--- config.mk ---
export PLATFORM = sky130hd
export DESIGN_NAME = websocket_frame_deframer
export DESIGN_NICKNAME = d
export VERILOG_FILES = /design/src/hw/rtl/wsd_pkg.sv /design/src/hw/rtl/wsd_front.sv /design/src/hw/rtl/wsd_queue.sv /design/src/hw/rtl/wsd_back.sv /design/src/hw/rtl/websocket_frame_deframer.sv
export SDC_FILE = /design/constraint.sdc
export NUM_CORES = 1
export LEC_CHECK = 0
export BUFFER_PORTS_ARGS = -buffer_cell sky130_fd_sc_hd__buf_2
export CORE_MARGIN = 1.5
export CORE_UTILIZATION = 45
export CTS_CLUSTER_SIZE = 14
export DETAILED_ROUTE_END_ITERATION = 8
export PLACE_DENSITY = 0.62
export SLEW_MARGIN = 20
export SYNTH_ARGS = -nofsm -noshare
export SYNTH_HDL_FRONTEND = slang
export SYNTH_SLANG_ARGS = --single-unit
export TNS_END_PERCENT = 30
--- constraint.sdc ---
create_clock -name clk -period 3.7 [get_ports clk]
set_input_delay 0.37 -clock clk [delete_from_list [all_inputs] [get_ports clk]]
set_output_delay 0.37 -clock clk [all_outputs]
set_load 0.05 [all_outputs]
--- src/hw/rtl/wsd_pkg.sv ---
// Shared types, codes and helpers for the WebSocket frame deframer.
// No dependencies; imported by every module of the block.
`timescale 1ns / 1ps
`default_nettype none

package wsd_pkg;

    typedef enum logic [2:0] {
        PH_HDR0 = 3'd0,
        PH_HDR1 = 3'd1,
        PH_EXT  = 3'd2,
        PH_KEY  = 3'd3,
        PH_DATA = 3'd4
    } wsd_phase_t;

    localparam logic [3:0] OP_TEXT  = 4'h1;
    localparam logic [3:0] OP_CLOSE = 4'h8;
    localparam logic [3:0] OP_PING  = 4'h9;
    localparam logic [3:0] OP_PONG  = 4'hA;

    localparam logic [2:0] ACT_TEXT      = 3'd0;
    localparam logic [2:0] ACT_CLOSE     = 3'd1;
    localparam logic [2:0] ACT_PING      = 3'd2;
    localparam logic [2:0] ACT_PONG      = 3'd3;
    localparam logic [2:0] ACT_UNHANDLED = 3'd4;

    localparam logic [6:0] LEN_EXT16 = 7'd126;
    localparam logic [6:0] LEN_EXT64 = 7'd127;

    localparam logic [2:0] EXT16_CNT = 3'd1;
    localparam logic [2:0] EXT64_CNT = 3'd7;
    localparam logic [2:0] KEY_CNT   = 3'd3;

    localparam int QUEUE_DEPTH = 4;
    localparam int QUEUE_AW    = 2;

    typedef struct packed {
        logic       has_data;
        logic [7:0] raw;
        logic [7:0] key_byte;
        logic [3:0] opcode;
        logic       last;
    } wsd_entry_t;

    typedef struct packed {
        logic       valid;
        wsd_entry_t entry;
    } wsd_push_t;

    function automatic logic [2:0] action_of(input logic [3:0] op);
        logic [2:0] act;
        case (op)
            OP_TEXT:  act = ACT_TEXT;
            OP_CLOSE: act = ACT_CLOSE;
            OP_PING:  act = ACT_PING;
            OP_PONG:  act = ACT_PONG;
            default:  act = ACT_UNHANDLED;
        endcase
        return act;
    endfunction

endpackage

`default_nettype wire

--- src/hw/rtl/wsd_front.sv ---
// Header parser: accepts stream bytes, tracks frame phase and length,
// and pushes payload/marker entries into the queue. Uses wsd_pkg.
`timescale 1ns / 1ps
`default_nettype none

module wsd_front #(
    parameter int LENGTH_BITS = 64
) (
    input  wire                 clk,
    input  wire                 rst_n,
    input  wire                 s_tvalid,
    output logic                s_tready,
    input  wire  [7:0]          s_tdata,
    input  wire                 q_full,
    output wsd_pkg::wsd_push_t  push
);
    import wsd_pkg::*;

    wsd_phase_t             phase_reg, phase_next;
    logic [3:0]             opcode_reg, opcode_next;
    logic                   mask_reg, mask_next;
    logic [2:0]             cnt_reg, cnt_next;
    logic [LENGTH_BITS-1:0] rem_reg, rem_next;
    logic [31:0]            key_reg, key_next;
    logic [1:0]             pos_reg, pos_next;

    logic                   acc;
    logic [6:0]             len7;
    logic                   len_ext;
    logic [LENGTH_BITS-1:0] len7_ext;
    logic [LENGTH_BITS-1:0] ext_rem;
    logic                   cnt_zero;
    logic                   rem_one;
    logic [7:0]             key_sel;

    assign s_tready = !q_full;
    assign acc      = s_tvalid && s_tready;
    assign len7     = s_tdata[6:0];
    assign len_ext  = (len7 == LEN_EXT16) || (len7 == LEN_EXT64);
    assign len7_ext = {{(LENGTH_BITS-7){1'b0}}, len7};
    assign ext_rem  = {rem_reg[LENGTH_BITS-9:0], s_tdata};
    assign cnt_zero = (cnt_reg == 3'd0);
    assign rem_one  = (rem_reg == LENGTH_BITS'(1));
    assign key_sel  = 8'(key_reg >> {~pos_reg, 3'b000});

    always_comb
    begin
        phase_next = phase_reg;
        if (acc)
        begin
            case (phase_reg)
                PH_HDR1:
                begin
                    if (len_ext)
                        phase_next = PH_EXT;
                    else if (s_tdata[7])
                        phase_next = PH_KEY;
                    else if (len7 == 7'd0)
                        phase_next = PH_HDR0;
                    else
                        phase_next = PH_DATA;
                end
                PH_EXT:
                begin
                    if (!cnt_zero)
                        phase_next = PH_EXT;
                    else if (mask_reg)
                        phase_next = PH_KEY;
                    else if (ext_rem == '0)
                        phase_next = PH_HDR0;
                    else
                        phase_next = PH_DATA;
                end
                PH_KEY:
                begin
                    if (!cnt_zero)
                        phase_next = PH_KEY;
                    else if (rem_reg == '0)
                        phase_next = PH_HDR0;
                    else
                        phase_next = PH_DATA;
                end
                PH_DATA:
                begin
                    phase_next = rem_one ? PH_HDR0 : PH_DATA;
                end
                default:
                begin
                    phase_next = PH_HDR1;
                end
            endcase
        end
    end

    always_comb
    begin
        opcode_next = opcode_reg;
        mask_next   = mask_reg;
        cnt_next    = cnt_reg;
        rem_next    = rem_reg;
        key_next    = key_reg;
        pos_next    = pos_reg;
        push        = '0;
        push.entry.opcode = opcode_reg;
        push.entry.last   = 1'b1;
        if (acc)
        begin
            case (phase_reg)
                PH_HDR1:
                begin
                    mask_next = s_tdata[7];
                    key_next  = '0;
                    rem_next  = '0;
                    if (len7 == LEN_EXT16)
                        cnt_next = EXT16_CNT;
                    else if (len7 == LEN_EXT64)
                        cnt_next = EXT64_CNT;
                    else
                    begin
                        rem_next = len7_ext;
                        if (s_tdata[7])
                            cnt_next = KEY_CNT;
                        else
                        begin
                            pos_next   = 2'd0;
                            push.valid = (len7 == 7'd0);
                        end
                    end
                end
                PH_EXT:
                begin
                    rem_next = ext_rem;
                    if (!cnt_zero)
                        cnt_next = cnt_reg - 3'd1;
                    else if (mask_reg)
                        cnt_next = KEY_CNT;
                    else
                    begin
                        pos_next   = 2'd0;
                        push.valid = (ext_rem == '0);
                    end
                end
                PH_KEY:
                begin
                    key_next = {key_reg[23:0], s_tdata};
                    if (!cnt_zero)
                        cnt_next = cnt_reg - 3'd1;
                    else
                    begin
                        pos_next   = 2'd0;
                        push.valid = (rem_reg == '0);
                    end
                end
                PH_DATA:
                begin
                    pos_next = pos_reg + 2'd1;
                    rem_next = rem_reg - LENGTH_BITS'(1);
                    push.valid          = 1'b1;
                    push.entry.has_data = 1'b1;
                    push.entry.raw      = s_tdata;
                    push.entry.key_byte = mask_reg ? key_sel : 8'd0;
                    push.entry.last     = rem_one;
                end
                default:
                begin
                    opcode_next = s_tdata[3:0];
                end
            endcase
        end
    end

    always_ff @(posedge clk or negedge rst_n)
    begin
        if (!rst_n)
        begin
            phase_reg  <= PH_HDR0;
            opcode_reg <= '0;
            mask_reg   <= 1'b0;
            cnt_reg    <= '0;
            rem_reg    <= '0;
            key_reg    <= '0;
            pos_reg    <= '0;
        end
        else
        begin
            phase_reg  <= phase_next;
            opcode_reg <= opcode_next;
            mask_reg   <= mask_next;
            cnt_reg    <= cnt_next;
            rem_reg    <= rem_next;
            key_reg    <= key_next;
            pos_reg    <= pos_next;
        end
    end

    a_data_len_nonzero: assert property (@(posedge clk) disable iff (!rst_n)
        phase_reg == PH_DATA |-> rem_reg != '0)
        else $error("payload phase with zero remaining length");

    a_push_on_accept: assert property (@(posedge clk) disable iff (!rst_n)
        push.valid |-> acc && !q_full)
        else $error("queue push without an accepted beat");

    a_marker_shape: assert property (@(posedge clk) disable iff (!rst_n)
        push.valid && !push.entry.has_data |->
            push.entry.last && push.entry.raw == 8'd0 && push.entry.key_byte == 8'd0)
        else $error("malformed empty-frame marker");

endmodule

`default_nettype wire

--- src/hw/rtl/wsd_queue.sv ---
// Short FIFO of parsed entries between the header parser and the output stage.
// Uses wsd_pkg for the entry type and depth.
`timescale 1ns / 1ps
`default_nettype none

module wsd_queue (
    input  wire                  clk,
    input  wire                  rst_n,
    input  wsd_pkg::wsd_push_t   push,
    output logic                 full,
    input  wire                  pop,
    output logic                 empty,
    output wsd_pkg::wsd_entry_t  head
);
    import wsd_pkg::*;

    wsd_entry_t            mem [QUEUE_DEPTH];
    logic [QUEUE_AW-1:0]   wr_ptr_reg, wr_ptr_next;
    logic [QUEUE_AW-1:0]   rd_ptr_reg, rd_ptr_next;
    logic [QUEUE_AW:0]     count_reg, count_next;
    logic                  do_push;
    logic                  do_pop;

    assign full    = (count_reg == (QUEUE_AW+1)'(QUEUE_DEPTH));
    assign empty   = (count_reg == '0);
    assign do_push = push.valid && !full;
    assign do_pop  = pop && !empty;
    assign head    = mem[rd_ptr_reg];

    always_comb
    begin
        wr_ptr_next = do_push ? wr_ptr_reg + QUEUE_AW'(1) : wr_ptr_reg;
        rd_ptr_next = do_pop ? rd_ptr_reg + QUEUE_AW'(1) : rd_ptr_reg;
        count_next  = count_reg;
        if (do_push && !do_pop)
            count_next = count_reg + (QUEUE_AW+1)'(1);
        else if (do_pop && !do_push)
            count_next = count_reg - (QUEUE_AW+1)'(1);
    end

    always_ff @(posedge clk)
    begin
        if (do_push)
            mem[wr_ptr_reg] <= push.entry;
    end

    always_ff @(posedge clk or negedge rst_n)
    begin
        if (!rst_n)
        begin
            wr_ptr_reg <= '0;
            rd_ptr_reg <= '0;
            count_reg  <= '0;
        end
        else
        begin
            wr_ptr_reg <= wr_ptr_next;
            rd_ptr_reg <= rd_ptr_next;
            count_reg  <= count_next;
        end
    end

endmodule

`default_nettype wire

--- src/hw/rtl/wsd_back.sv ---
// Output stage: unmasks queued bytes, decodes the dispatch action and holds
// the result beat in a register for the master side. Uses wsd_pkg.
`timescale 1ns / 1ps
`default_nettype none

module wsd_back (
    input  wire                  clk,
    input  wire                  rst_n,
    input  wire                  q_empty,
    input  wsd_pkg::wsd_entry_t  head,
    output logic                 pop,
    output logic                 m_tvalid,
    input  wire                  m_tready,
    output logic [15:0]          m_tdata,   // payload_byte[7:0], frame_opcode[11:8],
                                            // action[14:12], pad[15]
    output logic                 m_tuser,   // has_data
    output logic                 m_tlast
);
    import wsd_pkg::*;

    logic        tvalid_reg, tvalid_next;
    logic [15:0] tdata_reg, tdata_next;
    logic        tuser_reg, tuser_next;
    logic        tlast_reg, tlast_next;
    logic        load;

    assign load = !tvalid_reg || m_tready;
    assign pop  = load && !q_empty;

    always_comb
    begin
        tvalid_next = tvalid_reg;
        tdata_next  = tdata_reg;
        tuser_next  = tuser_reg;
        tlast_next  = tlast_reg;
        if (pop)
        begin
            tvalid_next = 1'b1;
            tdata_next  = {1'b0, action_of(head.opcode), head.opcode,
                           head.raw ^ head.key_byte};
            tuser_next  = head.has_data;
            tlast_next  = head.last;
        end
        else if (m_tready)
        begin
            tvalid_next = 1'b0;
        end
    end

    always_ff @(posedge clk or negedge rst_n)
    begin
        if (!rst_n)
            tvalid_reg <= 1'b0;
        else
            tvalid_reg <= tvalid_next;
    end

    always_ff @(posedge clk)
    begin
        tdata_reg <= tdata_next;
        tuser_reg <= tuser_next;
        tlast_reg <= tlast_next;
    end

    assign m_tvalid = tvalid_reg;
    assign m_tdata  = tdata_reg;
    assign m_tuser  = tuser_reg;
    assign m_tlast  = tlast_reg;

endmodule

`default_nettype wire

--- src/hw/rtl/websocket_frame_deframer.sv ---
// WebSocket frame deframer top level: header parser, entry queue, output stage.
// Accepts one byte per cycle while the 4-entry queue has room; a payload byte or
// empty-frame marker is written into the queue, then loaded into the output register.
// Sustained rate is one beat per cycle in and out while m_tready stays high.
// rst_n is asynchronous, active low: parser waits for a first header byte, queue
// and output register are emptied.
`timescale 1ns / 1ps
`default_nettype none

module websocket_frame_deframer #(
    parameter int LENGTH_BITS = 64
) (
    input  wire         clk,
    input  wire         rst_n,
    input  wire         s_tvalid,
    output logic        s_tready,
    input  wire  [7:0]  s_tdata,   // rx_byte[7:0]
    output logic        m_tvalid,
    input  wire         m_tready,
    output logic [15:0] m_tdata,   // payload_byte[7:0], frame_opcode[11:8],
                                   // action[14:12], pad[15]
    output logic        m_tuser,   // has_data
    output logic        m_tlast
);
    import wsd_pkg::*;

    wsd_push_t  push;
    wsd_entry_t head;
    logic       q_full;
    logic       q_empty;
    logic       pop;

    wsd_front #(
        .LENGTH_BITS(LENGTH_BITS)
    ) u_front (
        .clk      (clk),
        .rst_n    (rst_n),
        .s_tvalid (s_tvalid),
        .s_tready (s_tready),
        .s_tdata  (s_tdata),
        .q_full   (q_full),
        .push     (push)
    );

    wsd_queue u_queue (
        .clk   (clk),
        .rst_n (rst_n),
        .push  (push),
        .full  (q_full),
        .pop   (pop),
        .empty (q_empty),
        .head  (head)
    );

    wsd_back u_back (
        .clk      (clk),
        .rst_n    (rst_n),
        .q_empty  (q_empty),
        .head     (head),
        .pop      (pop),
        .m_tvalid (m_tvalid),
        .m_tready (m_tready),
        .m_tdata  (m_tdata),
        .m_tuser  (m_tuser),
        .m_tlast  (m_tlast)
    );

endmodule

`default_nettype wire

* Word level (Yosys, flattened, before mapping)
Memory sizes are Yosys's and may differ from the RTL's.
Index checks and enable logic that the tools add are counted.
** Cells by class
- Add/subtract/negate cells :: 7
- Equality and inequality tests :: 21
- Shift operators :: 1
- Multiplexer cells :: 47
- Bitwise logic cells :: 3
- Reductions and logical operators :: 31
** Operators with widths (count)
- one-hot mux 64 bit (3 select lines) :: 1
- logical NOT 64 bit :: 2
- == test 64 x 1 -> 1 bit, second input constant :: 1
- 2-to-1 mux 64 bit :: 1
- one-hot mux 32 bit (2 select lines) :: 1
- subtractor 64 x 1 -> 64 bit, second input constant :: 1
- 2-to-1 mux 3 bit :: 17
- right shift 32 x 5 -> 8 bit :: 1
- one-hot mux 3 bit (4 select lines) :: 2
- 2-to-1 mux 18 bit :: 1
- 2-to-1 mux 17 bit :: 1
- == test 7 bit, second input constant :: 2
- == test 4 bit, second input constant :: 3
- 2-to-1 mux 1 bit :: 12
- 2-to-1 mux 2 bit :: 6
- inequality test 2 bit, second input constant :: 5
- one-hot mux 3 bit (3 select lines) :: 1
- 2-to-1 mux 8 bit :: 1
- one-hot mux 2 bit (4 select lines) :: 1
- AND reduction 2 bit :: 4
- AND reduction 8 bit :: 1
- bitwise XOR 8 bit :: 1
- logical NOT 7 bit :: 1
- 2-to-1 mux 7 bit :: 1
- 22 further kinds :: 42
** Storage, ports and cells
- Register bits after elaboration :: 134
- RAM bits :: 88
- Input bits :: 12
- Output and inout port bits :: 20
- Word-level logic and storage cells :: 125
- Memories :: 1
** Memories
- u_queue.mem :: words 4, width 22, read ports 1, clocked after Yosys merged registers in 0, write ports 1, RTL line wsd_queue.sv:17 : wsd_entry_t mem [QUEUE_DEPTH];

* Logic depth before layout (Yosys ltp)
Gate-level depths: netlist of the first run.
- Word-level depth :: 11
- Mapped depth :: 12
- Gate-level depth less buffers :: 12

* Cells and area by module
Synthesis of the first run repeated with hierarchy kept, for this count alone.
** Second synthesis, totals
- Cell total of the unflattened synthesis :: 906
- Area total of the unflattened synthesis :: 10752.8 µm²
** By module, submodules not included
- wsd_front :: instances 1, cells each 716, area an instance 6448.7 µm², seq. area each 2727.6 µm²
- wsd_queue :: instances 1, cells each 151, area an instance 3628.5 µm², seq. area each 2817.7 µm²
- wsd_back :: instances 1, cells each 39, area an instance 675.6 µm², seq. area each 535.5 µm²

* Least setup slack after synthesis of the first run
Ideal clock, no wire load.
- Path kind :: register -> register
- Start point :: register u_front.rem_reg[49]
- End point :: register u_queue.count_reg[2]
- Setup time :: 0.079 ns
- Arrival :: 3.007 ns
- Data required time :: 3.621 ns
- Setup slack :: 0.614 ns
- Stages on the path, launching flop included :: 12
- Path buffers :: 0
- Period minus slack after synthesis :: 3.086 ns
- Path through :: dfrtp_1 > or4_4 > or3_4 > nor3_4 > o2111ai_2 > a21oi_4 > ha_1 > inv_1 > fa_1 > xor2_1 > nor2_1 > xor2_1
** On the way
- Cells in the longest elaborated chain, start to end :: 9
- Elaborated cells on any way between the ends :: 13
- Classes of those cells :: mux: 6; reduce/logical: 7
** Ends and longest elaborated chain
- start: declaration :: RTL line wsd_front.sv:23 : logic [LENGTH_BITS-1:0] rem_reg, rem_next;
- start signal: assignment :: RTL line wsd_front.sv:190 : rem_reg <= rem_next;
- logical NOT 64 bit :: RTL line wsd_front.sv:140 : push.valid = (ext_rem == '0);
- 2-to-1 mux 1 bit :: RTL line wsd_front.sv:135 : else if (mask_reg)
- 2-to-1 mux 1 bit :: RTL line wsd_front.sv:133 : if (!cnt_zero)
- one-hot mux 1 bit (4 select lines) (*) :: RTL line wsd_front.sv:108 : case (phase_reg)
- 2-to-1 mux 18 bit (*) :: RTL line wsd_front.sv:106 : if (acc)
- logical AND 1 bit (*) :: RTL line wsd_queue.sv:26 : assign do_push = push.valid && !full;
- via u_queue.do_push :: RTL line wsd_queue.sv:21 : logic do_push;
- logical NOT 1 bit :: RTL line wsd_queue.sv:37 : else if (do_pop && !do_push)
- logical AND 1 bit :: RTL line wsd_queue.sv:37
- nonzero test 2 bit (no line)
- end signal: assignment :: RTL line wsd_queue.sv:59 : count_reg <= count_next;
- end: declaration :: RTL line wsd_queue.sv:20 : logic [QUEUE_AW:0] count_reg, count_next;
Mark *: on every way through the listed nets, which the timed path passes. The rest lies on a longest branch.
A chain may end at the register's enable or synchronous reset.

* Worst setup path in the final report of the first run
- Start point :: register u_front.rem_reg[48]
- End point :: register u_queue.count_reg[2]
Same word-level chain as after synthesis.

==> impl_metrics.csv, run 1 <==
group,metric,value,unit
run_status,status,"finished clean",
placement,place.detailed.instances,1246,
grt,maximum_number_of_pins_on_one_net_before_global_route_repair,83,
detailed_routing,vias,7682,
critical_path,worst_setup_path_start_kind,"register",
critical_path,data_required_time_of_the_worst_path,4.15,ns
power_and_ir_drop,fin_total_pwr,8.24,mW
critical_path,critical_path.reg2reg.startpoint,"u_front.rem_reg[48]$_DFFE_PN0P_",
sta,timing.fmax,0.312,GHz
grt,grt_pass1_vias,7592,
sta,setup-tns-final,0,ns
critical_path,reg2reg_slack,0.49,ns
placement,detailedPlacementHpwl,16.8,mm
die,initial_core_util,45.7,%
critical_path,worst_r2r_endpoint,"u_queue.count_reg[2]$_DFFE_PN0P_",
layout,nNetsFinal,978,
sta,min_period,3.21,ns
critical_path,critPathCapture,"u_queue.count_reg[2]$_DFFE_PN0P_",
yosys,net_count_after_synthesis,949,
yosys,distinct_cell_type_count_after_synthesis,71,
clocking,cts-root-buf,"sky130_fd_sc_hd__clkbuf_16",
detailed_routing,detail_route.iter0.violations,553,
sta,maxSlewViolCount,0,
critical_path,worst_r2r_path_depth,11,
power_and_ir_drop,leakage,4.74,nW
clocking,htreeDepth,1,
sta,final-hold-violation-count,0,
critical_path,peak_fanout_along_the_critical_path,7,
placement,gp_congestion,0.864,
detailed_routing,drc,0,
clocking,ctsResizeCount,0,
yosys,async_reset_ff_share,52.7,%
hold_path,min_path_type,"in -> reg",
yosys,yosysWarningCount,0,
die,placementRows,56,
clocking,clock_tree.buffer_depth,3,
layout,most_frequent_cells_in_the_layout,"sky130_fd_sc_hd__dfrtp_1 (117), sky130_fd_sc_hd__edfxtp_1 (105), sky130_fd_sc_hd__o21ai_0 (81), sky130_fd_sc_hd__nand2_1 (65), sky130_fd_sc_hd__nor2_1 (64)",
power_and_ir_drop,power.density_cell_area,677,nW/um^2
yosys,synth-edff-count,105,
clocking,cts_tree,"done",
yosys,synthesis.instances,926,
die,coreArea,23400,um^2
detailed_routing,routed_wl,25.6,mm
grt,antenna_found_initial,1,
yosys,synth_sequential_area_ratio,56.8,%
layout,most_common_cell_after_layout_fill_and_taps_aside,"sky130_fd_sc_hd__dfrtp_1",
die,boundaryPins,32,
layout,final_layout_size_suffix_gt1_share,16.2,%
die,die_area,24700,um^2
sta,final_critical_path_share_of_the_clock_period,86.8,%
yosys,ys.flop_type,"sky130_fd_sc_hd__dfrtp_1",
sta,slew_headroom,25.9,%
detailed_routing,number_of_vias_per_cell_after_detailed_routing,5.94,
detailed_routing,wire_per_inst,19.8,um
layout,fin_cells,1293,
detailed_routing,postRouteAntennaNets,0,
detailed_routing,firstDrtPassIters,5,
yosys,synth_seq_cells,222,
clocking,setup_fix_buffers_added_after_clock_tree_synthesis,0,
yosys,syn_area,10700,um^2
die,die_width,157,um
clocking,clk_pin_slew,0.06,ns
grt,gr-total-overflow,0,
critical_path,worstSetupPathType,"reg -> reg",
sta,timing.final.setup_violations,0,
critical_path,end_kind,"register",
critical_path,worstSetupStartpoint,"u_front.rem_reg[48]$_DFFE_PN0P_",
layout,insertedDiodeCount,0,
layout,area.growth.synth_to_final,13.7,%
yosys,synth.avg_cell_area,11.6,um^2
sta,timing.clock.skew,0.00898,ns
critical_path,timing.critical_path.arrival,3.66,ns
die,chipHeight,157,um
sta,max_slew.worst_pin.slew,1.10,ns
grt,grt_util_all_layers,21.4,%
clocking,clk-insertion-delay-late,0.53,ns
layout,layout.core_utilization,52.0,%
grt,global_route_wire_length_before_repair,41.5,mm
placement,place.port_buffers,30,
layout,fillCellCount,2065,
run,timing.max_cap.violations,0,
layout,largest_register_ff_count,88,
clocking,clkSinkCount,222,
clocking,cts_buffers,25,
power_and_ir_drop,peakVddDrop,0.000376,V
clocking,cts_hold_buffers,1,
sta,grt_setup_unrepaired,"no",
-- logic make-up (layout without fill, tap and decap cells) --
kind of cell | count (synthesis) | count (layout) | share of synthesized area [%]
and+or+nand+nor | 295 | 295 | 14.4
AOI/OAI and AO/OA | 249 | 249 | 15.5
DFF | 222 | 222 | 56.8
buffers and inverters | 74 | 122 | 2.69
xor gates and xnor gates | 41 | 41 | 3.35
muxes | 33 | 33 | 5.77
adders and majority gates | 11 | 11 | 1.36
other | 1 | 1 | 0.0350
-- per-layer routing --
layer | vias to the layer above | global-route usage (%) | wire length [um]
li1 | 3596 | - | -
met1 | 3785 | 29.8 | 11600
met2 | 246 | 34.3 | 11900
met3 | 53 | 3.14 | 1470
met4 | 2 | 7.28 | 606
met5 | - | 0 | 16
-- cells in the mapped netlist, types with 4 or more instances --
master / number / share of area [%]
sky130_fd_sc_hd__mux4_2: 22 / 4.6
sky130_fd_sc_hd__o311ai_0: 7 / 0.57
sky130_fd_sc_hd__and4_1: 4 / 0.33
sky130_fd_sc_hd__edfxtp_1: 105 / 29
sky130_fd_sc_hd__nor3_2: 4 / 0.37
sky130_fd_sc_hd__ha_1: 10 / 1.2
sky130_fd_sc_hd__or4_1: 5 / 0.35
sky130_fd_sc_hd__nand3_1: 27 / 1.3
sky130_fd_sc_hd__a22oi_1: 23 / 1.6
sky130_fd_sc_hd__nor3_1: 33 / 1.5
sky130_fd_sc_hd__nor2b_1: 5 / 0.29
sky130_fd_sc_hd__o211ai_1: 8 / 0.56
sky130_fd_sc_hd__buf_1: 5 / 0.18
sky130_fd_sc_hd__a22o_1: 34 / 2.8
sky130_fd_sc_hd__mux2i_1: 4 / 0.37
sky130_fd_sc_hd__o21ai_0: 81 / 3.8
sky130_fd_sc_hd__and3_1: 25 / 1.5
sky130_fd_sc_hd__nor2_1: 66 / 2.3
sky130_fd_sc_hd__clkbuf_1: 46 / 1.6
sky130_fd_sc_hd__mux2_2: 6 / 0.63
sky130_fd_sc_hd__xnor2_1: 5 / 0.41
sky130_fd_sc_hd__a21oi_1: 39 / 1.8
sky130_fd_sc_hd__inv_1: 15 / 0.53
sky130_fd_sc_hd__xor2_1: 36 / 2.9
sky130_fd_sc_hd__buf_2: 5 / 0.23
sky130_fd_sc_hd__dfrtp_1: 117 / 27
sky130_fd_sc_hd__a31oi_1: 8 / 0.47
sky130_fd_sc_hd__nand2_1: 66 / 2.3
sky130_fd_sc_hd__nand2b_1: 4 / 0.23
sky130_fd_sc_hd__nand4_1: 13 / 0.76
sky130_fd_sc_hd__a32oi_1: 11 / 0.90
sky130_fd_sc_hd__o22ai_1: 6 / 0.35
sky130_fd_sc_hd__nor4_1: 14 / 0.82
sky130_fd_sc_hd__o2bb2ai_1: 8 / 0.65
sky130_fd_sc_hd__and2_2: 4 / 0.28
-- where the power goes --
part / switching, mW / total (mW) / internal, mW
combinational: 1.30 / 2.04 / 0.747
clock: 0.995 / 2.61 / 1.61
sequential: 0.434 / 3.58 / 3.15
-- worst min-delay path by stage --
stage                                startpoint                          endpoint  slack, ns  depth (start not counted)
3_3_place_gp   u_queue.count_reg[2]$_DFFE_PN0P_  u_queue.count_reg[2]$_DFFE_PN0P_       0.48                          1
2_1_floorplan                             rst_n       u_back.m_tvalid$_DFFE_PN0P_       0.07                          0
3_5_place_dp   u_queue.count_reg[2]$_DFFE_PN0P_  u_queue.count_reg[2]$_DFFE_PN0P_       0.48                          1
6_report                               m_tready       u_back.m_tvalid$_DFFE_PN0P_       0.04                          2
5_1_grt                                m_tready       u_back.m_tvalid$_DFFE_PN0P_       0.06                          2
4_1_cts                                m_tready       u_back.m_tvalid$_DFFE_PN0P_       0.03                          2
-- layout make-up --
class	instances	area, um^2	share of cell area (%)
Sequential cell	222	6080	50.0
Multi-Input combinational cell	630	4360	35.8
Clock buffer	29	651	5.34
Tap cell	319	399	3.28
Timing Repair Buffer	59	398	3.27
Clock inverter	17	221	1.82
Inverter	17	63.8	0.524
-- worst max-delay path: stages, from the launching register on --
cell                        delay (ns)
sky130_fd_sc_hd__dfrtp_1          0.42
sky130_fd_sc_hd__or4_4            0.54
sky130_fd_sc_hd__or3_4            0.38
sky130_fd_sc_hd__nor3_4           0.21
sky130_fd_sc_hd__o2111ai_2        0.19
sky130_fd_sc_hd__a21oi_4          0.30
sky130_fd_sc_hd__ha_1             0.23
sky130_fd_sc_hd__inv_1            0.07
sky130_fd_sc_hd__fa_1             0.38
sky130_fd_sc_hd__xor2_1           0.17
sky130_fd_sc_hd__nor2_1           0.11
sky130_fd_sc_hd__xor2_1           0.14
-- per-stage QoR --
step	setup slack, ns	instance area [um^2]	hold WS, ns
after floorplan	0.614	10700	0.0744
after global placement	0.531	11300	0.479
after detailed placement	0.472	11300	0.483
after CTS	0.486	12200	0.0349
after global routing	0.265	12200	0.0554
final	0.490	12200	0.0446
(Power assumes the default switching activity.)
==> run 2, diff against run 1 <==
Settings changed: CTS_BUF_LIST set to sky130_fd_sc_hd__clkbuf_4, PLACE_DENSITY 0.62 to 0.61.
==> run 2 against run 1 <==
  * Non-clock buffer count grew 12
  * Core utilization grew 0.059 points
  * Via count grew 4.6%
  * Global-route usage grew 0.98 points
  * Sequential power is essentially flat
  * Critical path type unchanged
  * Flip-flop and latch count is the same
==> impl_metrics.csv, run 2 (synthesis results as in run 1) <==
group,metric,value,unit
run_status,status,"finished clean",
critical_path,worstSetupPathType,"reg -> reg",
placement,place.port_buffers,30,
die,boundaryPins,32,
layout,nNetsFinal,1026,
critical_path,critPathCapture,"u_queue.count_reg[2]$_DFFE_PN0P_",
hold_path,min_path_type,"in -> async",
sta,timing.fmax,0.315,GHz
die,initial_core_util,45.7,%
sta,final-hold-violation-count,0,
grt,gr-total-overflow,0,
sta,slew_headroom,47.0,%
sta,min_period,3.17,ns
critical_path,worst_setup_path_start_kind,"register",
layout,largest_register_ff_count,88,
detailed_routing,drc,0,
layout,most_common_cell_after_layout_fill_and_taps_aside,"sky130_fd_sc_hd__dfrtp_1",
sta,setup-tns-final,0,ns
clocking,cts_tree,"done",
sta,grt_setup_unrepaired,"no",
critical_path,worst_r2r_path_depth,11,
grt,global_route_wire_length_before_repair,43.3,mm
critical_path,critical_path.reg2reg.startpoint,"u_front.rem_reg[16]$_DFFE_PN0P_",
critical_path,timing.critical_path.arrival,3.77,ns
critical_path,peak_fanout_along_the_critical_path,7,
detailed_routing,postRouteAntennaNets,0,
critical_path,worstSetupStartpoint,"u_front.rem_reg[16]$_DFFE_PN0P_",
placement,detailedPlacementHpwl,16.9,mm
detailed_routing,vias,8035,
die,placementRows,56,
clocking,ctsResizeCount,0,
grt,maximum_number_of_pins_on_one_net_before_global_route_repair,63,
clocking,cts_buffers,61,
power_and_ir_drop,peakVddDrop,0.000370,V
clocking,setup_fix_buffers_added_after_clock_tree_synthesis,0,
layout,fin_cells,1369,
layout,area.growth.synth_to_final,13.9,%
detailed_routing,routed_wl,26.3,mm
clocking,htreeDepth,2,
clocking,clock_tree.buffer_depth,3,
power_and_ir_drop,power_frac_comb,26.2,%
die,chipHeight,157,um
sta,max_slew.worst_pin.slew,0.795,ns
critical_path,reg2reg_slack,0.53,ns
clocking,cts_hold_buffers,10,
critical_path,end_kind,"register",
power_and_ir_drop,leakage,4.83,nW
detailed_routing,number_of_vias_per_cell_after_detailed_routing,5.87,
grt,antenna_found_initial,1,
layout,fillCellCount,2107,
clocking,clk-insertion-delay-late,0.70,ns
placement,dp_slack,0.485,ns
clocking,clk_pin_slew,0.07,ns
placement,gp_congestion,0.849,
power_and_ir_drop,share_clk_of_total_power,28.2,%
detailed_routing,detail_route.iter0.violations,508,
sta,setup_slack,0.530,ns
layout,most_frequent_cells_in_the_layout,"sky130_fd_sc_hd__dfrtp_1 (117), sky130_fd_sc_hd__edfxtp_1 (105), sky130_fd_sc_hd__clkbuf_4 (89), sky130_fd_sc_hd__o21ai_0 (81), sky130_fd_sc_hd__nand2_1 (65)",
critical_path,worst_r2r_endpoint,"u_queue.count_reg[2]$_DFFE_PN0P_",
die,die_width,157,um
sta,timing.final.setup_violations,0,
power_and_ir_drop,part_of_the_total_power_dissipated_in_sequential_elements,45.6,%
power_and_ir_drop,power.density_cell_area,644,nW/um^2
die,die_area,24700,um^2
detailed_routing,wire_per_inst,19.2,um
sta,timing.clock.skew,0.0320,ns
run,timing.max_cap.violations,0,
layout,final_layout_size_suffix_gt1_share,20.7,%
clocking,cts-root-buf,"sky130_fd_sc_hd__clkbuf_4",
clocking,clkSinkCount,222,
critical_path,data_required_time_of_the_worst_path,4.30,ns
die,coreArea,23400,um^2
power_and_ir_drop,netSwitchingFraction,35.3,%
grt,grt_util_all_layers,22.3,%
sta,maxSlewViolCount,0,
power_and_ir_drop,internal_power,5.08,mW
placement,place.detailed.instances,1249,
power_and_ir_drop,netSwitchingPower,2.77,mW
grt,grt_pass1_vias,8036,
detailed_routing,firstDrtPassIters,5,
sta,final_critical_path_share_of_the_clock_period,85.7,%
[run 2: cell count changes in the layout (fill, tap and decap cells not counted), sizes merged, moves of 3 or more]
cell | before | now
clkbuf | 29 | 89
buf | 58 | 61
dlygate4sd3 | 1 | 10
clkinv | 13 | 19
bufinv | 5 | 1
[run 2: worst max-delay path, stage by stage, from the launching register on]
cell	delay, ns
sky130_fd_sc_hd__dfrtp_1	0.45
sky130_fd_sc_hd__nor3_1	0.53
sky130_fd_sc_hd__nand3_1	0.20
sky130_fd_sc_hd__nor4_1	0.38
sky130_fd_sc_hd__o2111ai_2	0.17
sky130_fd_sc_hd__a21oi_4	0.28
sky130_fd_sc_hd__ha_1	0.22
sky130_fd_sc_hd__inv_1	0.06
sky130_fd_sc_hd__fa_1	0.37
sky130_fd_sc_hd__xor2_1	0.17
sky130_fd_sc_hd__nor2_1	0.11
sky130_fd_sc_hd__xor2_1	0.14
[run 2: area by class of cell]
class	count	area (um^2)	share of cell area [%]
timing repair buffer	71	498	4.09
clock inverter	20	123	1.01
clock buffer	89	668	5.48
inverter	17	63.8	0.524
antenna	1	2.50	0.0205
tap	319	399	3.28
multi-input combinational	630	4350	35.7
sequential	222	6080	49.9
[run 2: per-stage QoR]
step                utilization (%)  hold WS (ns)  area, um^2  power [mW]
floorplan                         -        0.0744       10700        5.04
global placement               48.3         0.480       11300        5.64
detailed placement             48.3         0.482       11300        5.67
CTS                            52.1         0.235       12200        7.93
global route                   52.1         0.270       12200        8.32
finish                         52.1         0.293       12200        7.84
[run 2: per-layer routing]
layer | up-vias | share of wire [%] | global-route usage, %
met5 | - | 0 | 0
li1 | 3731 | - | -
met3 | 40 | 5.5 | 3.99
met4 | 0 | 1.7 | 7.05
met2 | 263 | 47 | 35.3
met1 | 4001 | 46 | 31.4
[run 2: how the worst min path moves through the flow]
stage / from / depth (start not counted) / endpoint / slack, ns
final: rst_n / 2 / u_front.key_reg[19]$_DFFE_PN0P_ / 0.29
after global routing: s_tvalid / 4 / u_front.phase_reg[1]$_DFFE_PN0P_ / 0.27
after CTS: s_tvalid / 4 / u_front.phase_reg[1]$_DFFE_PN0P_ / 0.24
after detailed placement: u_queue.count_reg[2]$_DFFE_PN0P_ / 1 / u_queue.count_reg[2]$_DFFE_PN0P_ / 0.48
after global placement: u_queue.count_reg[2]$_DFFE_PN0P_ / 1 / u_queue.count_reg[2]$_DFFE_PN0P_ / 0.48
after floorplan: rst_n / 0 / u_back.m_tvalid$_DFFE_PN0P_ / 0.07
[run 2: power by group through the flow]
stage                     Clock [mW]  Sequential, mW  Combinational, mW
final                           2.21            3.57               2.06
after global routing            2.41            3.65               2.26
after CTS                       2.28            3.57               2.07
after detailed placement           0            3.62               2.05
after global placement             0            3.61               2.03
after floorplan                    0            3.75               1.29
